### config.mk
export PLATFORM = sky130hd
export DESIGN_NAME = bond_lim
export DESIGN_NICKNAME = d
export VERILOG_FILES = /design/src/bond_pkg.sv /design/src/bond_lim.sv
export SDC_FILE = /design/constraint.sdc
export NUM_CORES = 1
export LEC_CHECK = 0
export ABC_AREA = 1
export BUFFER_PORTS_ARGS = -buffer_cell sky130_fd_sc_hd__buf_2
export CAP_MARGIN = 20
export CORE_ASPECT_RATIO = 1.75
export CORE_UTILIZATION = 45
export DETAILED_ROUTE_END_ITERATION = 10
export GPL_ROUTABILITY_DRIVEN = 0
export SYNTH_ARGS = -nofsm -noshare
export SYNTH_HDL_FRONTEND = slang
export SYNTH_SLANG_ARGS = --single-unit
### constraint.sdc
create_clock -name clk -period 8.4 [get_ports clk]
set_clock_uncertainty 0.15 [all_clocks]
set_input_delay 2.1 -clock clk [delete_from_list [all_inputs] [get_ports clk]]
set_output_delay 2.1 -clock clk [all_outputs]
set_load 0.02 [all_outputs]
### src/bond_pkg.sv
`default_nettype none

package bond_pkg;

  // Sequence store geometry, fixed by the 12-bit load position.
  localparam int MAX_LEN = 4096;
  localparam int POS_W   = 12;
  localparam int BASE_W  = 8;
  localparam int LEN_W   = 13;

  // Input item function codes.
  localparam logic [1:0] FUNC_LOAD_Q = 2'd0;
  localparam logic [1:0] FUNC_LOAD_T = 2'd1;
  localparam logic [1:0] FUNC_START  = 2'd2;
  localparam logic [1:0] FUNC_NONE   = 2'd3;

  // Configuration register indexes and widths.
  localparam int CFG_IDX_W = 2;
  localparam int CFG_DAT_W = 10;
  localparam logic [CFG_IDX_W-1:0] CFG_BAND_TOL   = 2'd0;
  localparam logic [CFG_IDX_W-1:0] CFG_MAX_TENTHS = 2'd1;
  localparam int TOL_W    = 10;
  localparam int TENTHS_W = 4;
  localparam logic [TOL_W-1:0]    TOL_RESET    = 10'd16;
  localparam logic [TENTHS_W-1:0] TENTHS_RESET = 4'd3;

  // Result field widths.
  localparam int DIST_W   = 12;
  localparam int COORD_W  = 13;
  localparam int ALNLEN_W = 13;

  // Edit limit: tenths times summed lengths, then divided by ten through a
  // reciprocal multiply (exact for every product below 2**18).
  localparam int SUM_W       = 14;
  localparam int PROD_W      = 17;
  localparam int RECIP_W     = 16;
  localparam int SCL_W       = PROD_W + RECIP_W;
  localparam int RECIP_SHIFT = 19;
  localparam logic [RECIP_W-1:0] RECIP_TENTH = 16'd52429;

endpackage

`default_nettype wire

### src/bond_lim.sv
`default_nettype none

module bond_lim
  import bond_pkg::*;
#(
  parameter int MAX_DIFF = 2048
) (
  input  wire logic                          clk,
  input  wire logic                          rst_n,
  input  wire logic                          start,
  input  wire logic [TENTHS_W-1:0]           tenths,
  input  wire logic [SUM_W-1:0]              len_sum,
  output logic                               vld,
  output logic [$clog2(MAX_DIFF+1)-1:0]      lim
);

  localparam int DBW = $clog2(MAX_DIFF+1);

  logic [PROD_W-1:0] prod_r, prod_nxt;
  logic [PROD_W-1:0] quo_r, quo_nxt;
  logic              stage_r, stage_nxt;
  logic              vld_r, vld_nxt;
  logic [SCL_W-1:0]  scaled;

  // Two steps: the tenths product, then the divide by ten as a multiply by
  // the scaled reciprocal and a shift.
  always_comb begin
    scaled    = SCL_W'(prod_r) * SCL_W'(RECIP_TENTH);
    prod_nxt  = prod_r;
    quo_nxt   = quo_r;
    stage_nxt = 1'b0;
    vld_nxt   = vld_r;
    if (start) begin
      prod_nxt  = PROD_W'(tenths) * PROD_W'(len_sum);
      stage_nxt = 1'b1;
      vld_nxt   = 1'b0;
    end else if (stage_r) begin
      quo_nxt = PROD_W'(scaled >> RECIP_SHIFT);
      vld_nxt = 1'b1;
    end
  end

  always_ff @(posedge clk) begin
    if (!rst_n) begin
      stage_r <= 1'b0;
      vld_r   <= 1'b0;
    end else begin
      stage_r <= stage_nxt;
      vld_r   <= vld_nxt;
    end
    prod_r <= prod_nxt;
    quo_r  <= quo_nxt;
  end

  // Saturate the quotient at the edit ceiling.
  assign vld = vld_r;
  assign lim = (quo_r > PROD_W'(MAX_DIFF)) ? DBW'(MAX_DIFF) : DBW'(quo_r);

endmodule

`default_nettype wire

# Word level (Yosys, flattened, before mapping)
# Index checks and enable logic that the tools add are counted.
classes:
  n_eq_ne: 0
  div: 0
  n_addsub: 0
  mux: 2
  bitwise: 2
  n_mul: 2
  reduce_logical: 2
  n_shift: 0
  order_cmp: 1
ops:
  columns: ["op", "count"]
  rows:
  - ["$mul 17x16->33 const B", 1]
  - ["$mul 4x14->17", 1]
  - ["$gt 14x12->1 const B", 1]
  - ["$mux 12", 1]
  - ["$not 1->1", 2]
  - ["$reduce_and 2->1", 1]
  - ["$reduce_or 2->1", 1]
  - ["$mux 1", 1]
word_totals:
  ff_bits: 33
  ram_bits: 0
  elab_cells: 13
  mem_bits_ro: 0
  in_bits: 21
  n_memories: 0
  latchBits: 0
  output_inout_bits: 13

# Depth between registers and ports, before layout
depth:
  word_depth: 2
  depth_mapped: 23
  ltp_nobuf: 23

# Worst setup path after synthesis
# OpenSTA, ideal clock, no wires.
synth_timing:
  kind: "input to register"
  from: "input port tenths[3]"
  to: "register prod_r[16] (data pin)"
  arrival_ns: 4.587
  t_required_ns: 7.998
  setup_ns: 0.252
  slack_ns: 3.411
  path_buffers: 1
  path_stages: 13
  cell_sequence: "clkbuf_1 -> nand2_1 -> fa_1 -> inv_1 -> fa_1 -> ha_1 -> a21oi_1 -> nand2_1 -> a21boi_1 -> or2_1 -> nand2_1 -> nand2_1 -> nand2_1"
synth_between:
  elab_chain_len: 1
synth_rtl:
  columns: ["item", "line_no", "rtl"]
  rows:
  - ["start: declaration", "bond_lim.sv:11", "input wire logic [TENTHS_W-1:0] tenths,"]
  - ["$mul 4x14->17", "bond_lim.sv:34", "prod_nxt = PROD_W'(tenths) * PROD_W'(len_sum);"]
  - ["end signal: assignment", "bond_lim.sv:51", "prod_r <= prod_nxt;"]
  - ["end: declaration", "bond_lim.sv:19", "logic [PROD_W-1:0] prod_r, prod_nxt;"]
# No other way between the ends.
# A chain may end at the register's enable or synchronous reset.

# Final worst setup path
layout_timing:
  from: "register prod_r[9]"
  to: "register quo_r[11] (data pin)"
layout_between:
  elab_chain_len: 1
layout_rtl:
  columns: ["item", "line_no", "rtl"]
  rows:
  - ["$mul 17x16->33", "bond_lim.sv:28", "scaled = SCL_W'(prod_r) * SCL_W'(RECIP_TENTH);"]
  - ["named net scaled[30]", "bond_lim.sv:23", "logic [SCL_W-1:0] scaled;"]
  - ["end signal: assignment", "bond_lim.sv:52", "quo_r <= quo_nxt;"]
  - ["end: declaration", "bond_lim.sv:20", "logic [PROD_W-1:0] quo_r, quo_nxt;"]
# The timed path passes the listed nets, and every way through them passes these cells.

==> metrics <==
max_slew headroom=0.6917; Worst-Margin Slew=462.5 ps; Layout area overhead=6.866%; CTS Hold Buffers Added=0; fin. max-slew vios=0; cell depth of the worst flop-to-flop path=17; DRT iter0 DRCs=201; DR vias=6794; die area=19610 um^2; Hold Path Depth=2; Crit. End Element=flop; yosys warns=0; dpl hpwl=19620 um; ys async rst share=0; Cell Area, Synth=8564 um^2; Layout Nets=1432; post-CTS setup buffers=0; arrival time at the worst endpoint=5300 ps; met2 WL=12460 um; register area=970.9 um^2; # rows=66; CTS sink cnt=33; fin crit period=5403 ps; commonest non-fill, non-tap cell in the layout=inv_1; ANT nets after route=0; pin count of the biggest net entering global routing=21; RSZ-0062 raised after global routing=no; CTS root buf=clkbuf_16; synthesized instance count=1110; Final setup viols=0; Avg Inst Size Synth=7.716 um^2; met3 WL=328 um; Worst-Skew Late Latency=290 ps; DRT Wirelength=21370 um; via/cell ratio=4.913; RR Endpoint=quo_r[11]; Mapped Nets=1398; Main synth FF type=edfxtp_1; area of the multi-input gates=6409 um^2; highest routed layer=met4; Max Cap Viol=0; critical path class=reg -> reg; Port Buffers=33; Max Fanout on Critical Path=5; number of global-route vias before repair=7200; most frequent cells in the layout=inv_1 (303), nand2_1 (296), ha_1 (156); Post-Route M1 WL=6829 um; outcome=complete, no violations; initial antenna violation count=0; register bit count reported by yosys=33; setup slack, reg-to-reg=3000 ps; Final Hold Fails=0; WL/cell=15.45 um; Die Ht=184.5 um; RR Startpoint=prod_r[9]; Setup TNS=0 ps; H-tree Lvls=2; CTS tree=built; Final Cycle Share=0.6432; Hold WC Path Type=reg -> reg; CP Data Required Time=8290 ps; Yosys cell types=31; critical path startpoint category=flop; hold slack=366.1 ps; Post-synth EDFFs=31; cts repair resizes=0; Worst-path clk slew=60 ps; Max Root-Sink Buffers=2; Initial Util=0.4609; first-pass iteration count of the detailed router=4; sequential area share after synthesis=0.1134; I/O pin cnt=34; hold_sp=stage_r; first-pass GRT wire length=34420 um; die span in x=106.3 um; Max Fclk=185.1 MHz; global route overflow=0; Antenna Cells=0; Core Region=18580 um^2; Filler cells=1854; GRT Resource Usage Total=0.2342; layout cell share with drive strength beyond 1=0.05240; CTS buffer count=5; Worst Hold End=vld; DRC=0
-- worst max-delay path, cell delays in order (launching register included) --
cell and delay [ps]:
edfxtp_1 550, ha_1 460, fa_1 560, inv_1 50, fa_1 520, fa_1 540
inv_1 50, fa_1 500, fa_1 500, ha_1 380, nand2_1 100, inv_1 90
nand2_2 80, nor2_1 250, and2_1 170, nand2_1 60, nand3_1 90, nand2_1 50
-- metrics by stage --
stage | setup slack, ps | util | instance area (um^2) | instances
2_1_floorplan | 3411 | - | 8564 | 1110
3_3_place_gp | 3015 | 0.4847 | 9006 | 1375
3_5_place_dp | 2981 | 0.4847 | 9006 | 1375
4_1_cts | 2982 | 0.4926 | 9153 | 1383
5_1_grt | 2773 | 0.4926 | 9153 | 1383
6_report | 2997 | 0.4926 | 9153 | 1383
-- cells by family (layout without fill, tap and decap cells) --
family	after synthesis	after routing	share of synthesized area
DFF	33	33	0.1134
buffers and inverters	315	350	0.1383
adders and majority gates	267	267	0.4874
xor gates and xnor gates	18	18	0.01841
AOI/OAI and AO/OA	59	59	0.04076
and+or+nand+nor	418	418	0.2018
-- registers in the layout (all words and copies together) (netlist names) --
| name | flops |
|---|---|
| prod_r | 17 |
| quo_r | 14 |
| stage_r | 1 |
| vld | 1 |
-- metal layers --
| metal | GRT usage | up-vias |
|---|---|---|
| li1 | - | 3414 |
| met1 | 0.1927 | 3174 |
| met2 | 0.4966 | 132 |
| met3 | 0.01697 | 74 |
| met4 | 0.1650 | 0 |
| met5 | 0 | - |
-- final cells by class --
| cell class | instances | area share |
|---|---|---|
| Multi-Input combinational cell | 762 | 0.7002 |
| Inverter | 308 | 0.1263 |
| Sequential cell | 33 | 0.1061 |
| Timing Repair Buffer | 34 | 0.01887 |
| Tap cell | 238 | 0.03254 |
| Clock buffer | 8 | 0.01599 |
-- worst max path at each step --
| stage | from | end |
|---|---|---|
| 2_1_floorplan | tenths[3] | prod_r[16] |
| 3_3_place_gp | prod_r[9] | quo_r[11] |
| 3_5_place_dp | prod_r[9] | quo_r[11] |
| 4_1_cts | prod_r[9] | quo_r[11] |
| 5_1_grt | prod_r[9] | quo_r[11] |
| 6_report | prod_r[9] | quo_r[11] |
-- Yosys cell counts, types with 3 or more instances --
library cell	instances	share of area
a21boi_0	9	0.0079
a21o_1	4	0.0035
a21oi_1	31	0.018
and2_1	3	0.0022
clkbuf_1	5	0.0022
edfxtp_1	31	0.11
fa_1	111	0.26
ha_1	156	0.23
inv_1	303	0.13
inv_2	5	0.0022
nand2_1	296	0.13
nand2_2	6	0.0044
nand3_1	37	0.022
nand3b_1	3	0.0026
nand4_1	8	0.0058
nor2_1	46	0.020
nor2_2	4	0.0029
nor3_1	5	0.0029
nor4_1	3	0.0022
o21ai_0	6	0.0035
o21bai_1	6	0.0053
xnor2_1	5	0.0051
xor2_1	13	0.013
Power is left out: the tool's default activity adds up to more than one toggle a clock period on the data nets, which glitch-free logic cannot reach.
