==> config.mk <==
export PLATFORM = sky130hd
export DESIGN_NAME = bond_ram
export DESIGN_NICKNAME = d
export VERILOG_FILES = /design/src/bond_ram.sv
export SDC_FILE = /design/constraint.sdc
export NUM_CORES = 1
export LEC_CHECK = 0
export ABC_CLOCK_PERIOD_IN_PS = 2800
export BUFFER_PORTS_ARGS = -buffer_cell sky130_fd_sc_hd__buf_2
export CORE_MARGIN = 10
export CORE_UTILIZATION = 50
export CTS_CLUSTER_SIZE = 8
export DETAILED_ROUTE_END_ITERATION = 10
export PLACE_DENSITY = 0.64
export SLEW_MARGIN = 20
export SYNTH_ARGS = -nofsm -noshare
export SYNTH_HDL_FRONTEND = slang
export SYNTH_SLANG_ARGS = --single-unit
==> constraint.sdc <==
create_clock -name clk -period 2.8 [get_ports clk]
set_input_delay 0.14 -clock clk [delete_from_list [all_inputs] [get_ports clk]]
set_output_delay 0.14 -clock clk [all_outputs]
set_load 0.05 [all_outputs]
==> src/bond_ram.sv <==
`default_nettype none

module bond_ram #(
  parameter int WIDTH = 8,
  parameter int DEPTH = 16
) (
  input  wire logic                     clk,
  input  wire logic                     we,
  input  wire logic [$clog2(DEPTH)-1:0] waddr,
  input  wire logic [WIDTH-1:0]         wdata,
  input  wire logic [$clog2(DEPTH)-1:0] raddr,
  output logic      [WIDTH-1:0]         rdata
);

  logic [WIDTH-1:0] mem [DEPTH];

  // One write port and one registered read port.
  always_ff @(posedge clk) begin
    if (we) begin
      mem[waddr] <= wdata;
    end
    rdata <= mem[raddr];
  end

endmodule

`default_nettype wire

Word level (Yosys, flattened, before mapping):

Memories as Yosys holds them, arrays and structs flattened. A register that Yosys moved wholly into a read port is not among the register bits.
Cells that the tools add are included.

* register bits: 0
* bits in latches: 0
* RAM bits: 128
* ROM bits: 0
* output and inout bits: 8
* word-level logic and storage cells: 3
* memories: 1

Memories
* mem: words 16, bits a word 8, read ports 1, clocked after Yosys merged registers in 1, write ports 1, RTL line 15 `logic [WIDTH-1:0] mem [DEPTH];`

* add/subtract/negate cells: 0
* multipliers: 0
* div/mod/pow operators: 0
* $lt $le $gt $ge: 0
* equal/unequal tests: 0
* shift-type cells: 0
* muxes and demuxes: 2
* bitwise logic cells: 0
* reductions and logical operators: 0

Operators with widths (count)
* 1-bit two-way mux: 2

Longest topological paths before layout:

Gate-level depths: netlist of run 1.

* depth in word-level cells: 2
* mapped depth: 5
* depth with buffers taken out: 3

Worst setup path after synthesis of run 1:

No wires, ideal clock.

* kind: input to register
* start: input port waddr[2]
* end: memory mem[0][0], enable pin
* library setup time: 0.383 ns
* data arrival time: 1.250 ns
* data required time: 2.417 ns
* path slack: 1.167 ns
* cell stages on the path: 2
* buffers on the path: 0
* cells stage by stage: or3b_2 > nor3_1

RTL lines
* start: declaration: RTL line 9 `input wire logic [$clog2(DEPTH)-1:0] waddr,`
* end: declaration: RTL line 15

No word-level cell before the write port.

==> metrics, run 1 <==
status completed; Inst Count DP 387; Distinct cells, synth 19; Die Wd 121.5 µm; global-route wire length before repair 14760 µm; Iter 0 DRT Violations 142; Final period util 49.83%; vias in the first global route 2460; Slew Limit Fails 0; Top FF cell, synth edfxtp_1; port bufs 25; Die ar. 0.01475 mm²; drt wl/cell 22.35 µm; worst clock skew 0.005471 ns; Skew-Pair Late Insertion Delay 0.51 ns; Routed Antenna Nets 0; Setup CP Type reg -> reg; Pwr Total 4.609 mW; Synth area leaders edfxtp_1 (75%), mux4_2 (7.9%), mux4_1 (7.1%), dfxtp_1 (3.1%), a22oi_1 (2.3%); fin crit period 1.395 ns; Crit. End Element flop; placed inst area 0.005440 mm²; share of post-route cells with drive strength above 1 28.22%; ant diodes 0; P_leak 2.037 nW; CTS tree done; Worst EP arrival 1.79 ns; Ys Warns 0; CTS Buf Count 17; fin util 60.63%; Final Hold Viols 0; hpwl dp 5920 µm; dpl ws 1.070 ns; Via density 5.538; Pwr per Cell Area 767.1 mW/mm²; RePlAce Congestion 0.7384; commonest cells in the netlist edfxtp_1 (128), mux4_2 (18), a22oi_1 (16); area share of the leading cell type in the synthesized netlist 74.67%; core box area 0.009910 mm²; routed vias 2326; initial antenna violation count 0; die height 121.5 µm; TNS Setup 0 ns; Hold Crit Class in -> reg; Worst Slack Setup Final 1.405 ns; final wirelength 9387 µm; Max Freq 0.7168 GHz; Slew HR 40.61%; Layout area overhead 16.72%; synthesized area per cell 22.48 µm²; DRT Pass-1 Iters 4; post-route insts no fill 420; Synth Cell Area 0.005147 mm²; Seq/Total Area, Yosys 77.78%; MaxCap Viol Count 0; crit start category flop; count leader, synth edfxtp_1; total gr overflow 0; Synth Register Bits 136; CTS max path bufs 2; Clock Sinks 136; Slew @ Worst Pin 0.8875 ns; final setup fails 0; Final Cell Area 0.006008 mm²; Worst EP required 3.19 ns; Row Count 36; Initial Util 51.94%; peak supply drop 0.0003895 V; Cells after Synth 229; Post-synth EDFFs 128; Clock Pin Slew Worst Setup and Hold Paths 0.06 ns; I/O pin total 26; overall routing resource usage 13.83%; H-tree levels 4; ys async rst share 0%; Worst Path Max Fanout 1; largest net degree at the start of global routing 33; unrepaired setup endpoints after global routing false; syn nets 247; hold slack 0.02156 ns; CTS root buf clkbuf_8; fin nets 292; DRC Markers 0; Yosys top cell by area edfxtp_1
## where the power goes
| part | internal, mW | switching (mW) |
|---|---|---|
| clock | 1.34 | 0.736 |
| sequential | 2.28 | 0.0123 |
| combinational | 0.0875 | 0.160 |
## state kept, by name, summed over array words and instances, names as in the netlist
name,count
mem,128
rdata,8
## cell usage in the layout (no fill, tap or decap), types with 4 or more instances in the layout
cell type  count
clkbuf_16     16
nor3_1         4
mux4_2        18
mux4_1        14
a22oi_1       16
dfxtp_1        8
edfxtp_1     128
buf_4          9
nor2_1        13
clkinv_2       7
buf_2         25
nand2_1        9
## cell type report
| class | count | area [µm²] |
|---|---|---|
| clock buffer | 20 | 425.4 |
| clock inverter | 12 | 132.6 |
| fill | 742 | 3901 |
| multi-input combinational | 83 | 1057 |
| sequential | 136 | 4004 |
| tap | 133 | 166.4 |
| timing repair buffer | 36 | 222.7 |
## worst paths after layout
kind / start / endpoint / slack, ns / depth (start not counted)
worst max-delay path: mem[1][0] / rdata[0] / 1.40 / 3
worst min register to register: mem[12][0] / rdata[0] / 0.67 / 3
worst min-delay path: wdata[1] / mem[4][1] / 0.02 / 1
worst max register to register: mem[1][0] / rdata[0] / 1.40 / 3
## logic make-up (layout without fill, tap and decap cells)
| logic type | Yosys count | after routing | synth area share, % |
|---|---|---|---|
| simple gates | 35 | 35 | 3.184 |
| flops | 136 | 136 | 77.78 |
| compound gates | 16 | 16 | 2.334 |
| mux | 32 | 32 | 15.02 |
| buf+inv | 10 | 68 | 1.677 |
## metal layers
layer	track usage, %	vias to the layer above	share of wire [%]
met5	0	-	0
met4	4.247	0	0.47
met3	4.700	4	4.7
met2	21.85	64	50
met1	17.68	1192	44
li1	-	1066	-
## worst max-delay path: stages, from the launching register on
cell      delay (ns)
edfxtp_1        0.38
mux4_1          0.52
a22oi_1         0.30
nand2_1         0.09
## repair_timing
action                                 CTS  global route
setup buffers                            0             0
hold buffers                             1             0
endpoints found under the hold margin   16             0
resized for setup                        0             0
Power figures use the tool's default switching activity.
==> run 2: changes to the inputs <==
--- a/config.mk
+++ b/config.mk
@@ -5,7 +5,7 @@
 export SDC_FILE = /design/constraint.sdc
 export NUM_CORES = 1
 export LEC_CHECK = 0
-export ABC_CLOCK_PERIOD_IN_PS = 2800
+export ABC_CLOCK_PERIOD_IN_PS = 1300
 export BUFFER_PORTS_ARGS = -buffer_cell sky130_fd_sc_hd__buf_2
 export CORE_MARGIN = 10
 export CORE_UTILIZATION = 50
==> constraint.sdc (replaced) <==
create_clock -name clk -period 1.3 [get_ports clk]
set_input_delay 0.065 -clock clk [delete_from_list [all_inputs] [get_ports clk]]
set_output_delay 0.065 -clock clk [all_outputs]
set_load 0.05 [all_outputs]
==> run 2 against run 1 <==
The run now ends with setup timing left. Critical endpoint is now rdata[1]. Sequential power up 120%. First-iteration DRC count rose by 63%. Design area up 5.5%. Combinational power grew to 2.5 times the previous value. Cell count increased by 8.1%. Wire length is 6.0% higher. Sequential share of layout area shrank 3.4 points. Critical path depth unchanged. Register-to-register slack worse by 1.4 ns.
==> metrics, run 2 (synthesis results as in run 1) <==
TNS Setup -0.02977 ns (-0.02977 ns); post-route insts no fill 454 (+8.1%); Die ar. 0.01475 mm² (unchanged); RePlAce Congestion 0.7214 (-2.3%); status finished, violations left; Clock Sinks 136 (unchanged); largest net degree at the start of global routing 17 (-48%); Fill cells 698 (-5.9%); Clock Pin Slew Worst Setup and Hold Paths 0.06 ns (about the same); Die Wd 121.5 µm (unchanged); Worst Path Max Fanout 1 (unchanged); clock share of power 44.8% (-0.2 points); Largest Register mem; Layout area overhead 23.09%; worst clock skew 0.004207 ns (-0.001264 ns); most common cell after layout, fill and taps aside edfxtp_1; Pwr per Cell Area 1590 mW/mm² (+110%); DRT Pass-1 Iters 5 (+1); Switching Power 2.167 mW (+140%); I/O pin total 26 (unchanged); hpwl dp 6472 µm (+9.3%); Slew Limit Fails 0 (unchanged); CTS root buf clkbuf_8; Via density 5.621 (+1.5%); overall routing resource usage 14.47% (+0.64 points); fin nets 326 (+12%); max reg flops 128 (unchanged); Top Registers mem: 128 flops, rdata: 8 flops; sequential share of power 49.0% (-0.7 points); Slew HR 46.20% (+5.6 points); Multi-input gate area 0.001065 mm² (+0.71%); Routed Antenna Nets 0 (unchanged); Hold Crit Class in -> reg; final wirelength 9946 µm (+6.0%); Initial Util 51.94% (unchanged); Net Sw Frac 21.52% (+1.8 points); die height 121.5 µm (unchanged); drt wl/cell 21.91 µm (-2.0%); failing checks setup timing; commonest cells after routing, fill and taps aside edfxtp_1 (128), buf_4 (33), mux4_2 (26), buf_2 (25), clkbuf_16 (16); Iter 0 DRT Violations 232 (+63%); initial antenna violation count 0 (unchanged); peak supply drop 0.0008996 V (+130%); Worst EP arrival 1.70 ns (-0.09 ns); fin crit period 1.312 ns (-0.08315 ns); unrepaired setup endpoints after global routing true; crit start category flop; Final Hold Viols 0 (unchanged); Skew-Pair Late Insertion Delay 0.51 ns (about the same); vias in the first global route 2644 (+7.5%); Internal 7.905 mW (+110%); total gr overflow 0 (unchanged); Inst Count DP 414 (+7.0%); DRC Markers 0 (unchanged); Final period util 100.9% (+51 points); share of post-route cells with drive strength above 1 39.25% (+11 points); P_leak 2.172 nW (+6.6%); CTS max path bufs 2 (unchanged); Seq. cell area 0.004004 mm² (unchanged); routed vias 2552 (+9.7%); Row Count 36 (unchanged); global-route wire length before repair 15560 µm (+5.4%); ant diodes 0 (unchanged); Worst Slack Setup Final -0.01196 ns (-1.417 ns); MaxCap Viol Count 0 (unchanged); Max Freq 0.7622 GHz (+6.3%); H-tree levels 4 (unchanged); Logic pwr share 6.3% (+0.9 points); final setup fails 3 (+3); Slew @ Worst Pin 0.8053 ns (-0.08222 ns); core box area 0.009910 mm² (unchanged); CTS tree done; CTS Buf Count 17 (unchanged); port bufs 25 (unchanged); Setup CP Type reg -> reg; Crit. End Element flop; Worst EP required 1.69 ns (-1.50 ns)
-- run 2: cell count changes in the layout (fill, tap and decap cells not counted), sizes merged --
cell / delta
clkinv: -6
clkbuf: -1
inv: +4
bufinv: -1
clkinvlp: +4
buf: +27
dlygate4sd3: +7
-- run 2: metal layers --
layer / global-route usage (%) / vias up / share of wire (%)
met5: 0 / - / 0
met4: 4.471 / 0 / 1.0
met3: 5.026 / 10 / 7.1
met2: 21.24 / 107 / 47
met1: 19.85 / 1306 / 45
li1: - / 1129 / -
-- run 2: timing repair --
item	CTS	global route
hold buffers	8	0
setup buffers	0	0
pin swaps	6	5
endpoints found under the hold margin	128	0
cloned	0	0
gates resized for setup	8	7
endpoints found under the setup margin	7	8
-- run 2: power groups by stage --
stage | Sequential, mW | Clock [mW] | Combinational (mW)
after floorplan | 5.12 | 0 | 0.249
after global placement | 5.02 | 0 | 0.592
after detailed placement | 5.02 | 0 | 0.598
after CTS | 4.93 | 4.58 | 0.633
after global routing | 4.94 | 4.79 | 0.680
final | 4.93 | 4.51 | 0.630
-- run 2: metrics by stage --
stage	hold slack [ns]	setup WS (ns)	utilization, %	total power, mW	cell area (µm²)
2_1_floorplan	0.1639	-0.03115	-	5.366	5152
3_3_place_gp	0.4496	-0.2218	57.37	5.611	5685
3_5_place_dp	0.4612	-0.2333	57.37	5.620	5685
4_1_cts	0.06193	-0.01060	64.05	10.14	6347
5_1_grt	0.07596	-0.08197	63.94	10.40	6336
6_report	0.08425	-0.01196	63.94	10.07	6336
-- run 2: worst max-delay path: stages, from the launching register on --
cell and delay, ns:
edfxtp_1 0.37, mux4_2 0.48, a22oi_2 0.27, nand2_1 0.07
-- run 2: layout make-up --
| class | count | area share, % |
|---|---|---|
| Sequential cell | 136 | 63.19 |
| Timing Repair Buffer | 70 | 8.412 |
| Tap cell | 133 | 2.626 |
| Clock buffer | 19 | 6.655 |
| Clock inverter | 13 | 2.310 |
| Multi-Input combinational cell | 83 | 16.80 |
-- run 2: path summary, 6_finish.rpt --
path	end	from	depth (start not counted)	slack (ns)
max	rdata[1]	mem[0][1]	3	-0.01
min reg2reg	rdata[2]	mem[12][2]	3	0.66
min	mem[0][7]	waddr[0]	3	0.08
max reg2reg	rdata[1]	mem[0][1]	3	-0.01
==> run 3: changes to the inputs <==
--- a/config.mk
+++ b/config.mk
@@ -12,6 +12,7 @@
 export CTS_CLUSTER_SIZE = 8
 export DETAILED_ROUTE_END_ITERATION = 10
 export PLACE_DENSITY = 0.64
+export REMOVE_ABC_BUFFERS = 1
 export SLEW_MARGIN = 20
 export SYNTH_ARGS = -nofsm -noshare
 export SYNTH_HDL_FRONTEND = slang
==> run 3 against run 2 <==
The run now ends clean. Design area up 0.55%. Via count down 1.7%. Cell count is 0.44% lower. Utilization increased by 0.35 points. Maximum frequency grew 2.8%. Sequential share of layout area is 0.35 points lower. Critical path depth unchanged. Largest cell class unchanged.
==> metrics, run 3 (synthesis results as in run 1) <==
status completed; hpwl dp 6566 µm (+1.4%); post-route insts no fill 452 (-0.44%); Worst EP arrival 1.68 ns (-0.02 ns); ant diodes 0 (unchanged); dpl ws -0.1406 ns (+0.09269 ns); cell chain of the critical path mux4_2, a22oi_1, nand2_1; final wirelength 10090 µm (+1.5%); Routed Antenna Nets 0 (unchanged); Crit. End Element flop; Largest stage delay, worst path 0.49 ns (about the same); Clock Pin Slew Worst Setup and Hold Paths 0.06 ns (about the same); GR Util met2 23.31% (+2.1 points); Slew @ Worst Pin 0.7426 ns (-0.06274 ns); Slew HR 50.39% (+4.2 points); CTS max path bufs 2 (unchanged); Inst Count DP 412 (-0.48%); worst clock skew 0.007877 ns (+0.003670 ns); H-tree levels 4 (unchanged); Slew Limit Fails 0 (unchanged); critical path's top delay family multiplexers; Max Freq 0.7834 GHz (+2.8%); final setup fails 0 (-3); port bufs 25 (unchanged); Clock Sinks 136 (unchanged); peak supply drop 0.0008605 V (-4.3%); Layout area overhead 23.77%; hold path cells 4 (+1); Worst EP required 1.70 ns (about the same); vias in the first global route 2746 (+3.9%); Hold Path End rdata[1]; Seq. cell area 0.004004 mm² (unchanged); Worst Slack Setup Final 0.02357 ns (+0.03553 ns); grt peak-use layer met2; TNS Setup 0 ns (+0.02977 ns); DRT Pass-1 Iters 4 (-1); CTS tree done; Pwr per Cell Area 1637 mW/mm² (+3.0%); worst r2r src mem[11][3]; Initial Util 51.94% (unchanged); Worst Path Max Fanout 1 (unchanged); met3 GRT Util 4.467% (-0.56 points); worst hold start raddr[2]; die height 121.5 µm (unchanged); routing usage on met1 18.51% (-1.3 points); crit start category flop; Final period util 98.19% (-2.7 points); routed vias 2509 (-1.7%); Setup CP Type reg -> reg; fin util 64.29% (+0.35 points); Via density 5.551 (-1.2%); commonest cells after routing, fill and taps aside edfxtp_1 (128), buf_4 (30), mux4_2 (29), buf_2 (25), clkbuf_16 (16); Final Cell Area 0.006371 mm² (+0.55%); RePlAce Congestion 0.7187 (-0.37%); Die Wd 121.5 µm (unchanged); Final Hold Viols 0 (unchanged); overall routing resource usage 14.67% (+0.20 points); P_leak 2.177 nW (+0.23%); Top Registers mem: 128 flops, rdata: 8 flops; Die ar. 0.01475 mm² (unchanged); r2r setup slk 0.02 ns (+0.04 ns); fin crit period 1.276 ns (-0.03553 ns); CTS Buf Count 17 (unchanged); worst reg2reg endpoint rdata[3]; initial antenna violation count 0 (unchanged); CTS root buf clkbuf_8; Worst Reg-to-Reg Cells 3 (unchanged); share of post-route cells with drive strength above 1 40.75% (+1.5 points); setup bufs post-CTS 0 (unchanged); Largest Register mem; Multi-input gate area 0.001061 mm² (-0.35%); Hold Crit Class in -> reg; largest net degree at the start of global routing 19 (+2); unrepaired setup endpoints after global routing true; placed inst area 0.005678 mm² (-0.13%); core box area 0.009910 mm² (unchanged); total gr overflow 0 (unchanged); global-route wire length before repair 15840 µm (+1.8%); MaxCap Viol Count 0 (unchanged); Skew-Pair Late Insertion Delay 0.52 ns (about the same); Iter 0 DRT Violations 222 (-4.3%); drt wl/cell 22.33 µm (+1.9%); worst path bufs/invs 0 (unchanged); DRC Markers 0 (unchanged); Row Count 36 (unchanged); I/O pin total 26 (unchanged); max reg flops 128 (unchanged); critical path's slowest cell mux4_2; Fill cells 693 (-0.72%); most common cell after layout, fill and taps aside edfxtp_1; fin nets 324 (-0.61%)
==> run 3: cell types whose count changed in the layout (fill, tap and decap cells not counted), moves of 2 or more <==
cell	delta
a22oi_1	-3
a22oi_2	+3
buf_4	-3
bufinv_16	+2
clkinv_2	+4
clkinv_4	-2
inv_6	-4
mux4_1	-3
mux4_2	+3
==> run 3: how the worst max path moves through the flow <==
| stage | from | to | slack, ns | cells past startpoint |
|---|---|---|---|---|
| floorplan | waddr[2] | mem[0][0] | -0.26 | 2 |
| global placement | raddr[0] | rdata[3] | -0.13 | 5 |
| detailed placement | raddr[0] | rdata[3] | -0.14 | 5 |
| CTS | mem[0][4] | rdata[4] | 0.002 | 3 |
| global route | mem[9][2] | rdata[2] | -0.03 | 3 |
| finish | mem[11][3] | rdata[3] | 0.02 | 3 |
==> run 3: per-layer routing <==
metal,routed length [µm],share of wire (%),vias up
li1,-,-,1118
met1,4386,43,1295
met2,5013,50,80
met3,572,5.7,16
met4,122,1.2,0
met5,0,0,-
==> run 3: layout make-up <==
class / instances / share of cell area, %
timing repair buffer: 68 / 8.327
sequential: 136 / 62.84
clock buffer: 19 / 6.775
tap: 133 / 2.612
clock inverter: 13 / 2.789
multi-input combinational: 83 / 16.65
==> run 3: power breakdown <==
part	leakage [nW]	switching [mW]	internal [mW]
combinational	0.667	0.376	0.258
clock	0.286	1.72	3.15
sequential	1.22	0.0293	4.90
total	2.18	2.12	8.31
==> run 3: through the flow <==
stage,power (mW),hold slack (ns)
2_1_floorplan,5.314,0.1639
3_3_place_gp,5.601,0.4516
3_5_place_dp,5.617,0.4632
4_1_cts,10.47,0.09334
5_1_grt,10.74,0.1316
6_report,10.43,0.1124
==> run 3: what timing repair did <==
action | 4_1_cts | 5_1_grt
hold buffers | 8 | 0
endpoints found under the hold margin | 128 | 0
gates resized for setup | 9 | 11
pin swaps | 0 | 3
endpoints found under the setup margin | 5 | 7
==> run 3: tightest hold or removal path, stage by stage <==
cell and delay, ns:
buf_2 0.10, nor2b_1 0.16, a22oi_2 0.19, nand2_1 0.06
